[src/rtl/core/vmsp_pkg.sv]
// types, codes and defaults shared by the voxel model stream parser
package vmsp_pkg;

    localparam int MAX_VOXELS_DEF = 4096;
    localparam int MAX_SIDE_DEF   = 256;

    localparam logic [31:0] MAGIC_WORD = 32'h6C78764B;
    localparam logic [31:0] COLOR_MASK = 32'h00FFFFFF;

    localparam logic [1:0] KIND_HEADER = 2'd0;
    localparam logic [1:0] KIND_VOXEL  = 2'd1;
    localparam logic [1:0] KIND_COLUMN = 2'd2;
    localparam logic [1:0] KIND_ERROR  = 2'd3;

    localparam logic [1:0] ERR_BAD_MAGIC  = 2'd0;
    localparam logic [1:0] ERR_TOO_MANY   = 2'd1;
    localparam logic [1:0] ERR_SIZE_LARGE = 2'd2;
    localparam logic [1:0] ERR_COL_OVERRUN = 2'd3;

    typedef struct packed {
        logic [7:0] data_byte;
        logic       file_start;
    } in_item_t;

    typedef struct packed {
        logic [1:0]  kind;
        logic [12:0] voxel_index;
        logic [23:0] color;
        logic [7:0]  lighting;
        logic [7:0]  visible_faces;
        logic [15:0] z_coord;
        logic [7:0]  column_x;
        logic [7:0]  column_y;
        logic [15:0] column_count;
        logic [1:0]  error_code;
    } out_item_t;

endpackage

[src/rtl/core/vmsp_parse.sv]
// parse state and per-byte decode of the voxel model stream
module vmsp_parse #(
    parameter int MAX_VOXELS = vmsp_pkg::MAX_VOXELS_DEF,
    parameter int MAX_SIDE   = vmsp_pkg::MAX_SIDE_DEF
) (
    input  logic                clk,
    input  logic                rst_n,
    input  logic                step,
    input  vmsp_pkg::in_item_t  item,
    output logic                hit,
    output vmsp_pkg::out_item_t res
);
    import vmsp_pkg::*;

    localparam int VOX_W  = $clog2(MAX_VOXELS + 1);
    localparam int SIDE_W = $clog2(MAX_SIDE + 1);
    localparam int POS_W  = (SIDE_W + 2 > 5) ? SIDE_W + 2 : 5;
    localparam int SUM_W  = ((VOX_W > 16) ? VOX_W : 16) + 1;
    localparam logic [31:0] SIDE_LIM = 32'(MAX_SIDE);
    localparam logic [31:0] VOX_LIM  = 32'(MAX_VOXELS);

    localparam logic [2:0] PH_IDLE    = 3'd0;
    localparam logic [2:0] PH_HEADER  = 3'd1;
    localparam logic [2:0] PH_RECORDS = 3'd2;
    localparam logic [2:0] PH_OFFSETS = 3'd3;
    localparam logic [2:0] PH_COLUMNS = 3'd4;
    localparam logic [2:0] PH_DONE    = 3'd5;
    localparam logic [2:0] PH_FAULT   = 3'd6;

    logic [2:0]        phase_reg, phase_next;
    logic [POS_W-1:0]  pos_reg, pos_next;
    logic [31:0]       word_reg, word_next;
    logic [SIDE_W-1:0] size_x_reg, size_x_next;
    logic [SIDE_W-1:0] size_y_reg, size_y_next;
    logic [SIDE_W-1:0] size_z_reg, size_z_next;
    logic [VOX_W-1:0]  declared_reg, declared_next;
    logic [VOX_W-1:0]  records_reg, records_next;
    logic [VOX_W-1:0]  assigned_reg, assigned_next;
    logic [SIDE_W-1:0] col_x_reg, col_x_next;
    logic [SIDE_W-1:0] col_y_reg, col_y_next;
    logic [23:0]       color_reg, color_next;

    logic [2:0]        ph;
    logic [POS_W-1:0]  pos;
    logic [VOX_W-1:0]  records_cur;
    logic [VOX_W-1:0]  assigned_cur;
    logic [31:0]       word_shift;
    logic [15:0]       count;
    logic [SUM_W-1:0]  sum;
    logic [VOX_W:0]    records_inc;
    logic [SIDE_W:0]   col_y_inc;
    logic [SIDE_W:0]   col_x_inc;
    logic              go_off;
    logic              go_col;

    always_comb
    begin
        phase_next    = phase_reg;
        pos_next      = pos_reg;
        word_next     = word_reg;
        size_x_next   = size_x_reg;
        size_y_next   = size_y_reg;
        size_z_next   = size_z_reg;
        declared_next = declared_reg;
        records_next  = records_reg;
        assigned_next = assigned_reg;
        col_x_next    = col_x_reg;
        col_y_next    = col_y_reg;
        color_next    = color_reg;
        hit           = 1'b0;
        res           = '0;
        go_off        = 1'b0;
        go_col        = 1'b0;

        ph           = item.file_start ? PH_HEADER : phase_reg;
        pos          = item.file_start ? '0 : pos_reg;
        records_cur  = item.file_start ? '0 : records_reg;
        assigned_cur = item.file_start ? '0 : assigned_reg;
        word_shift   = {item.data_byte, word_reg[31:8]};
        count        = word_shift[31:16];
        sum          = SUM_W'(assigned_cur) + SUM_W'(count);
        records_inc  = (VOX_W + 1)'(records_cur) + 1'b1;
        col_y_inc    = (SIDE_W + 1)'(col_y_reg) + 1'b1;
        col_x_inc    = (SIDE_W + 1)'(col_x_reg) + 1'b1;

        if (step)
        begin
            if (item.file_start)
            begin
                phase_next    = PH_HEADER;
                pos_next      = '0;
                records_next  = '0;
                assigned_next = '0;
            end
            if (ph != PH_IDLE && ph != PH_DONE && ph != PH_FAULT)
            begin
                word_next = word_shift;
                pos_next  = pos + 1'b1;
            end
            case (ph)
                PH_HEADER:
                begin
                    if (pos == POS_W'(3) && word_shift != MAGIC_WORD)
                    begin
                        hit = 1'b1;
                        res.kind = KIND_ERROR;
                        res.error_code = ERR_BAD_MAGIC;
                        phase_next = PH_FAULT;
                    end
                    else if ((pos == POS_W'(7) || pos == POS_W'(11) || pos == POS_W'(15))
                             && word_shift > SIDE_LIM)
                    begin
                        hit = 1'b1;
                        res.kind = KIND_ERROR;
                        res.error_code = ERR_SIZE_LARGE;
                        phase_next = PH_FAULT;
                    end
                    else if (pos == POS_W'(7))
                    begin
                        size_x_next = SIDE_W'(word_shift);
                    end
                    else if (pos == POS_W'(11))
                    begin
                        size_y_next = SIDE_W'(word_shift);
                    end
                    else if (pos == POS_W'(15))
                    begin
                        size_z_next = SIDE_W'(word_shift);
                    end
                    else if (pos == POS_W'(31))
                    begin
                        hit = 1'b1;
                        if (word_shift > VOX_LIM)
                        begin
                            res.kind = KIND_ERROR;
                            res.error_code = ERR_TOO_MANY;
                            phase_next = PH_FAULT;
                        end
                        else
                        begin
                            res.kind = KIND_HEADER;
                            res.voxel_index = 13'(word_shift);
                            declared_next = VOX_W'(word_shift);
                            records_next = '0;
                            pos_next = '0;
                            if (word_shift == 32'd0)
                                go_off = 1'b1;
                            else
                                phase_next = PH_RECORDS;
                        end
                    end
                end
                PH_RECORDS:
                begin
                    if (pos == POS_W'(3))
                        color_next = 24'(word_shift & COLOR_MASK);
                    if (pos >= POS_W'(7))
                    begin
                        hit = 1'b1;
                        res.kind = KIND_VOXEL;
                        res.voxel_index = 13'(records_cur);
                        res.color = color_reg;
                        res.lighting = word_shift[31:24];
                        res.visible_faces = word_shift[23:16];
                        res.z_coord = 16'(size_z_reg) - 16'd1 - word_shift[15:0];
                        records_next = VOX_W'(records_inc);
                        pos_next = '0;
                        if (records_inc >= (VOX_W + 1)'(declared_reg))
                            go_off = 1'b1;
                    end
                end
                PH_OFFSETS:
                begin
                    // offset table is 4 bytes per x slice
                    if ((POS_W + 1)'(pos) + 1'b1 >= (POS_W + 1)'({size_x_reg, 2'b00}))
                        go_col = 1'b1;
                end
                PH_COLUMNS:
                begin
                    if (pos != '0)
                    begin
                        pos_next = '0;
                        hit = 1'b1;
                        if (sum > SUM_W'(declared_reg))
                        begin
                            res.kind = KIND_ERROR;
                            res.error_code = ERR_COL_OVERRUN;
                            phase_next = PH_FAULT;
                        end
                        else
                        begin
                            res.kind = KIND_COLUMN;
                            res.voxel_index = 13'(assigned_cur);
                            res.column_x = 8'(col_x_reg);
                            res.column_y = 8'(col_y_reg);
                            res.column_count = count;
                            assigned_next = VOX_W'(sum);
                            // y runs inner, x outer
                            if (col_y_inc >= (SIDE_W + 1)'(size_y_reg))
                            begin
                                col_y_next = '0;
                                col_x_next = SIDE_W'(col_x_inc);
                                if (col_x_inc >= (SIDE_W + 1)'(size_x_reg))
                                    phase_next = PH_DONE;
                            end
                            else
                            begin
                                col_y_next = SIDE_W'(col_y_inc);
                            end
                        end
                    end
                end
                default:
                begin
                end
            endcase

            if (go_off)
            begin
                pos_next = '0;
                if (size_x_reg == '0)
                    go_col = 1'b1;
                else
                    phase_next = PH_OFFSETS;
            end
            if (go_col)
            begin
                pos_next   = '0;
                col_x_next = '0;
                col_y_next = '0;
                phase_next = (size_x_reg == '0 || size_y_reg == '0) ? PH_DONE : PH_COLUMNS;
            end
        end
    end

    always_ff @(posedge clk or negedge rst_n)
    begin
        if (!rst_n)
        begin
            phase_reg    <= PH_IDLE;
            pos_reg      <= '0;
            word_reg     <= '0;
            size_x_reg   <= '0;
            size_y_reg   <= '0;
            size_z_reg   <= '0;
            declared_reg <= '0;
            records_reg  <= '0;
            assigned_reg <= '0;
            col_x_reg    <= '0;
            col_y_reg    <= '0;
            color_reg    <= '0;
        end
        else
        begin
            phase_reg    <= phase_next;
            pos_reg      <= pos_next;
            word_reg     <= word_next;
            size_x_reg   <= size_x_next;
            size_y_reg   <= size_y_next;
            size_z_reg   <= size_z_next;
            declared_reg <= declared_next;
            records_reg  <= records_next;
            assigned_reg <= assigned_next;
            col_x_reg    <= col_x_next;
            col_y_reg    <= col_y_next;
            color_reg    <= color_next;
        end
    end

endmodule

[src/rtl/core/voxel_model_stream_parser.sv]
// top level of the voxel model stream parser: input register, decode, result register
//
// channel  direction  handshake             payload
// in       input      in_valid / in_ready   in_data   (data_byte, file_start)
// out      output     out_valid / out_ready out_data  (kind .. error_code)
//
// one byte item is taken per cycle while out_ready does not stall the result register; the accepting
// edge loads the input register, and the byte is decoded into the result register once that
// register can advance; out_valid then rises if the byte gave a result.
// a byte gives at most one result; most bytes give none and leave no output bubble.
// rst_n clears the handshake state and leaves the parser idle until a file_start item.
// out_ready low stalls the result register, which in turn holds the input register.
module voxel_model_stream_parser #(
    parameter int MAX_VOXELS = vmsp_pkg::MAX_VOXELS_DEF,
    parameter int MAX_SIDE   = vmsp_pkg::MAX_SIDE_DEF
) (
    input  logic                clk,
    input  logic                rst_n,
    input  logic                in_valid,
    output logic                in_ready,
    input  vmsp_pkg::in_item_t  in_data,
    output logic                out_valid,
    input  logic                out_ready,
    output vmsp_pkg::out_item_t out_data
);
    import vmsp_pkg::*;

    logic      in_valid_reg;
    in_item_t  in_item_reg;
    logic      out_valid_reg;
    out_item_t out_item_reg;
    logic      advance;
    logic      step;
    logic      hit;
    out_item_t res;

    assign advance   = !out_valid_reg || out_ready;
    assign in_ready  = !in_valid_reg || advance;
    assign step      = in_valid_reg && advance;
    assign out_valid = out_valid_reg;
    assign out_data  = out_item_reg;

    vmsp_parse #(
        .MAX_VOXELS (MAX_VOXELS),
        .MAX_SIDE   (MAX_SIDE)
    ) u_parse (
        .clk   (clk),
        .rst_n (rst_n),
        .step  (step),
        .item  (in_item_reg),
        .hit   (hit),
        .res   (res)
    );

    always_ff @(posedge clk or negedge rst_n)
    begin
        if (!rst_n)
        begin
            in_valid_reg  <= 1'b0;
            out_valid_reg <= 1'b0;
        end
        else
        begin
            if (in_ready)
                in_valid_reg <= in_valid;
            if (advance)
                out_valid_reg <= step && hit;
        end
    end

    always_ff @(posedge clk)
    begin
        if (in_ready && in_valid)
            in_item_reg <= in_data;
        if (step && hit)
            out_item_reg <= res;
    end

endmodule

[config.mk]
export PLATFORM = sky130hd
export DESIGN_NAME = voxel_model_stream_parser
export DESIGN_NICKNAME = d
export VERILOG_FILES = /design/src/rtl/core/vmsp_pkg.sv /design/src/rtl/core/vmsp_parse.sv /design/src/rtl/core/voxel_model_stream_parser.sv
export SDC_FILE = /design/constraint.sdc
export NUM_CORES = 1
export LEC_CHECK = 0
export BUFFER_PORTS_ARGS = -buffer_cell sky130_fd_sc_hd__buf_2
export CAP_MARGIN = 20
export CELL_PAD_IN_SITES_DETAIL_PLACEMENT = 1
export CELL_PAD_IN_SITES_GLOBAL_PLACEMENT = 2
export CORE_MARGIN = 8
export CORE_UTILIZATION = 39
export CTS_CLUSTER_SIZE = 20
export DETAILED_ROUTE_END_ITERATION = 16
export GPL_TIMING_DRIVEN = 0
export MAX_ROUTING_LAYER = met4
export PLACE_DENSITY_LB_ADDON = 0.1
export SLEW_MARGIN = 0
export SYNTH_ARGS = -nofsm -noshare
export SYNTH_HDL_FRONTEND = slang
export SYNTH_SLANG_ARGS = --single-unit
export TNS_END_PERCENT = 20
[constraint.sdc]
create_clock -name clk -period 9.4 [get_ports clk]
set_clock_uncertainty 0.2 [all_clocks]
set_input_delay 1.88 -clock clk [delete_from_list [all_inputs] [get_ports clk]]
set_output_delay 1.88 -clock clk [all_outputs]
set_load 0.02 [all_outputs]
==> run_summary.xml <==
<?xml version="1.0" encoding="UTF-8"?>
<metrics>
  <group name="timing">
    <metric name="finalHoldViolCount" unit="">0</metric>
    <metric name="report.final.slew_viol_count" unit="">0</metric>
    <metric name="finalCritPeriodShare" unit="">0.792</metric>
    <metric name="totalNegativeSetupSlack" unit="ns">0</metric>
    <metric name="fmax" unit="MHz">134</metric>
    <metric name="max_slew_margin" unit="">0.357</metric>
    <metric name="post-route-min-period" unit="ns">7.44</metric>
    <metric name="rsz_0062_raised_after_global_routing" unit="">false</metric>
    <metric name="max_slew.worst_pin.slew" unit="ns">0.952</metric>
    <metric name="setup_viol" unit="">0</metric>
  </group>
  <group name="synth">
    <metric name="ys_dominant_reg_cell" unit="">sky130_fd_sc_hd__dfrtp_1</metric>
    <metric name="async_reset_ff_frac" unit="">0.565</metric>
    <metric name="synth_area_per_cell" unit="um2">10.6</metric>
    <metric name="yosys.cell_types.count" unit="">76</metric>
    <metric name="postSynthRegisterBits" unit="">262</metric>
    <metric name="synth.yosys.seq_area_share" unit="">0.501</metric>
    <metric name="synth_enable_flop_cells" unit="">114</metric>
    <metric name="syn-cell-area" unit="um2">14200</metric>
    <metric name="ys_warn_count" unit="">0</metric>
    <metric name="synthCells" unit="">1342</metric>
  </group>
  <group name="cts">
    <metric name="cts.repair_timing.setup_buffer_count" unit="">0</metric>
    <metric name="cts_hold_buf" unit="">0</metric>
    <metric name="tritoncts.num_buffers" unit="">31</metric>
    <metric name="htree_num_levels" unit="">1</metric>
    <metric name="cts_tree" unit="">built</metric>
    <metric name="clk_latency" unit="ns">0.59</metric>
    <metric name="cts.sinks" unit="">262</metric>
    <metric name="clockRootBuffer" unit="">sky130_fd_sc_hd__clkbuf_16</metric>
    <metric name="clkTransAtPathRegs" unit="ns">0.06</metric>
    <metric name="max-clock-path-buffers" unit="">3</metric>
    <metric name="post_cts_resize_count" unit="">0</metric>
  </group>
  <group name="pwr">
    <metric name="comb_power_share" unit="">0.244</metric>
    <metric name="switching_share_of_power" unit="">0.341</metric>
    <metric name="static-leakage-power" unit="nW">7.24</metric>
    <metric name="post-layout-total-power" unit="mW">3.49</metric>
    <metric name="power.net_switching" unit="mW">1.19</metric>
    <metric name="ir_worst_vdd" unit="uV">145</metric>
    <metric name="relative_contribution_of_sequential_cells_to_total_power" unit="">0.410</metric>
    <metric name="clkPwrFrac" unit="">0.345</metric>
    <metric name="intPower" unit="mW">2.30</metric>
    <metric name="p_per_area" unit="nW/um2">211</metric>
  </group>
  <group name="setup_path">
    <metric name="path_delay_family" unit="">buffers and inverters</metric>
    <metric name="arrival" unit="ns">7.55</metric>
    <metric name="critical_path.reg2reg.startpoint" unit="">in_item_reg[0]$_DFFE_PP_</metric>
    <metric name="worstPathRequired" unit="ns">9.51</metric>
    <metric name="worstReg2RegEnd" unit="">out_data[20]$_SDFFCE_PP0P_</metric>
    <metric name="critical_path_depth" unit="">23</metric>
    <metric name="reg2regPathDepth" unit="">23</metric>
    <metric name="worstPathCellList" unit="">clkbuf_1 &gt; clkbuf_1 &gt; clkbuf_1 &gt; clkbuf_1 &gt; nor2b_1 &gt; ha_1 &gt; clkbuf_1 &gt; a21o_1 &gt; a41oi_1 &gt; o21bai_1 &gt; a21oi_1 &gt; xnor2_1 &gt; ha_1 &gt; nand4_1 &gt; a211oi_1 &gt; o41ai_1 &gt; a31oi_1 &gt; nor4b_1 &gt; clkbuf_2 &gt; nand2_1 &gt; clkbuf_1 &gt; buf_1 &gt; nor3_1</metric>
    <metric name="end_kind" unit="">register</metric>
    <metric name="cp-start-kind" unit="">register</metric>
    <metric name="slowest_delay" unit="ns">0.59</metric>
    <metric name="crit_path_top_delay_cell" unit="">sky130_fd_sc_hd__edfxtp_1</metric>
    <metric name="timing.critical_path.to" unit="">out_data[20]$_SDFFCE_PP0P_</metric>
    <metric name="critPathMostFrequentCell" unit="">sky130_fd_sc_hd__clkbuf_1</metric>
    <metric name="startpoint" unit="">in_item_reg[0]$_DFFE_PP_</metric>
    <metric name="crit_type" unit="">register to register</metric>
    <metric name="r2r_setup_slack" unit="ns">1.96</metric>
    <metric name="cp.buffers_inverters" unit="">8</metric>
    <metric name="timing.critical_path.fanout_max" unit="">10</metric>
  </group>
  <group name="detailed_routing">
    <metric name="initialDrtViolationCount" unit="">605</metric>
    <metric name="route.detailed.drc" unit="">0</metric>
    <metric name="count_of_antenna_violating_nets_left_after_detailed_routing" unit="">0</metric>
    <metric name="post_drt_via_cell_ratio" unit="">5.61</metric>
    <metric name="post_drt_wl_per_cell" unit="um">22.9</metric>
    <metric name="route.vias.total" unit="">11200</metric>
    <metric name="drt_pre_antenna_iters" unit="">5</metric>
    <metric name="routed_wirelength" unit="um">45700</metric>
  </group>
  <group name="placement">
    <metric name="place_congestion" unit="">0.850</metric>
    <metric name="place.port_buffers" unit="">119</metric>
    <metric name="place_hpwl" unit="um">34700</metric>
    <metric name="place_inst" unit="">1935</metric>
  </group>
  <group name="cells_and_area">
    <metric name="stdcell_count" unit="">1995</metric>
    <metric name="layout-drive-gt1-share" unit="">0.157</metric>
    <metric name="antenna_cells_inserted" unit="">0</metric>
    <metric name="fillerInstances" unit="">4009</metric>
    <metric name="largest_register_ffs" unit="">105</metric>
    <metric name="design.final.nets" unit="">1606</metric>
    <metric name="area_growth_syn_to_layout" unit="%">16.4</metric>
  </group>
  <group name="job">
    <metric name="drv_cap" unit="">0</metric>
  </group>
  <group name="floorplan">
    <metric name="placeableCoreArea" unit="um2">36300</metric>
    <metric name="die_width" unit="um">207</metric>
    <metric name="die_y" unit="um">207</metric>
    <metric name="floorplan.die_area" unit="um2">42800</metric>
    <metric name="placementRows" unit="">70</metric>
    <metric name="design.portCount" unit="">120</metric>
    <metric name="initial_core_util" unit="">0.392</metric>
  </group>
  <group name="grt">
    <metric name="global_routing_usage_summed_across_all_routing_layers" unit="">0.223</metric>
    <metric name="grt_first_pass_wirelength" unit="um">71400</metric>
    <metric name="antenna_violations_before_repair" unit="">0</metric>
    <metric name="grt_max_degree" unit="">94</metric>
    <metric name="first_global_vias" unit="">11900</metric>
    <metric name="globalRouteOverflowTotal" unit="">0</metric>
  </group>
  <group name="min_path">
    <metric name="worst_hold_path_type" unit="">register to register</metric>
  </group>
  <group name="status">
    <metric name="outcome" unit="">completed</metric>
  </group>
</metrics>
## cells in the mapped netlist, types with 13 or more instances
master	number	area (um2)
sky130_fd_sc_hd__nor2b_1	26	163
sky130_fd_sc_hd__xor2_1	29	254
sky130_fd_sc_hd__o21ai_0	88	440
sky130_fd_sc_hd__a21oi_1	39	195
sky130_fd_sc_hd__a31oi_1	14	87.6
sky130_fd_sc_hd__dfrtp_1	148	3700
sky130_fd_sc_hd__xnor2_1	31	272
sky130_fd_sc_hd__edfxtp_1	114	3420
sky130_fd_sc_hd__a22o_1	31	272
sky130_fd_sc_hd__mux2_2	44	495
sky130_fd_sc_hd__nor4_1	15	93.8
sky130_fd_sc_hd__nor3_1	36	180
sky130_fd_sc_hd__nand2b_1	13	81.3
sky130_fd_sc_hd__nand3_1	36	180
sky130_fd_sc_hd__nand4_1	19	119
sky130_fd_sc_hd__ha_1	89	1110
sky130_fd_sc_hd__and3_1	69	432
sky130_fd_sc_hd__inv_1	69	259
sky130_fd_sc_hd__nor2_1	96	360
sky130_fd_sc_hd__nand2_1	99	372
sky130_fd_sc_hd__clkbuf_1	57	214
## how the worst min path moves through the flow
stage	startpoint	to	slack (ns)	cells after the start
floorplan	u_parse.size_x_reg[4]$_DFFE_PN0P_	u_parse.size_x_reg[4]$_DFFE_PN0P_	0.25	2
global placement	u_parse.size_x_reg[4]$_DFFE_PN0P_	u_parse.size_x_reg[4]$_DFFE_PN0P_	0.27	2
detailed placement	u_parse.size_x_reg[5]$_DFFE_PN0P_	u_parse.size_x_reg[5]$_DFFE_PN0P_	0.28	2
CTS	u_parse.size_x_reg[5]$_DFFE_PN0P_	u_parse.size_x_reg[5]$_DFFE_PN0P_	0.29	2
global route	u_parse.color_reg[2]$_DFFE_PN0P_	u_parse.color_reg[2]$_DFFE_PN0P_	0.31	1
finish	u_parse.size_x_reg[5]$_DFFE_PN0P_	u_parse.size_x_reg[5]$_DFFE_PN0P_	0.29	2
## power groups by stage
stage / clock network, mW / registers, mW / logic (mW)
final: 1.20 / 1.43 / 0.852
after floorplan: 0 / 1.38 / 0.598
after CTS: 1.23 / 1.43 / 0.865
after detailed placement: 0 / 1.45 / 0.859
after global routing: 1.27 / 1.44 / 0.967
after global placement: 0 / 1.46 / 0.829
## kinds of logic (layout without fill, tap and decap cells)
group	after synthesis	count (layout)	share of synthesized area
multiplexers	54	54	0.0419
AO/OA/AOI/OAI	278	278	0.134
AND/OR/NAND/NOR	462	462	0.169
other	1	2	0.000264
flip-flops	262	262	0.501
adder cells (fa/ha/maj)	91	91	0.0812
XOR/XNOR	60	60	0.0370
buffers and inverters	134	318	0.0356
## placed cells by master, fill, tap and decap left out, drive strengths merged, types with 44 or more instances in the layout
master	count
o21ai	90
inv	70
nand2	99
nor2	96
clkbuf	102
edfxtp	114
dfrtp	148
ha	89
buf	132
mux2	44
and3	69
## area by class of cell
type / count / area [um2] / area share
multi-input cells: 947 / 6590 / 0.399
flip-flops and latches: 262 / 7130 / 0.431
clock buffers: 44 / 907 / 0.0548
well taps: 468 / 586 / 0.0354
repair buffers: 126 / 708 / 0.0428
clock inverters: 14 / 113 / 0.00681
plain buffers: 64 / 244 / 0.0148
inverters: 70 / 263 / 0.0159
## metrics by stage
step | setup WS (ns) | utilization | hold slack, ns | area, um2
floorplan | 1.02 | - | 0.250 | 14200
global placement | -3.05 | 0.425 | 0.271 | 15400
detailed placement | 1.23 | 0.428 | 0.278 | 15500
CTS | 1.17 | 0.456 | 0.292 | 16500
global route | 1.35 | 0.456 | 0.309 | 16500
finish | 1.96 | 0.456 | 0.287 | 16500
## per-layer routing
metal,up-vias,part of all wire,GRT usage
met5,-,0,-
met4,0,0.024,0.0612
met3,66,0.030,0.0228
met2,174,0.50,0.374
met1,5668,0.45,0.287
li1,5275,-,-
## worst register-to-register path: cells and delay by family (launching register included)
family | cells | cell delay, ns
compound gates | 7 | 1.56
xor+xnor | 1 | 0.12
fa+ha+maj | 2 | 0.61
buf+inv | 8 | 3.45
flops | 1 | 0.59
simple gates | 5 | 0.64
No activity file was read; power rests on OpenSTA's default activity.
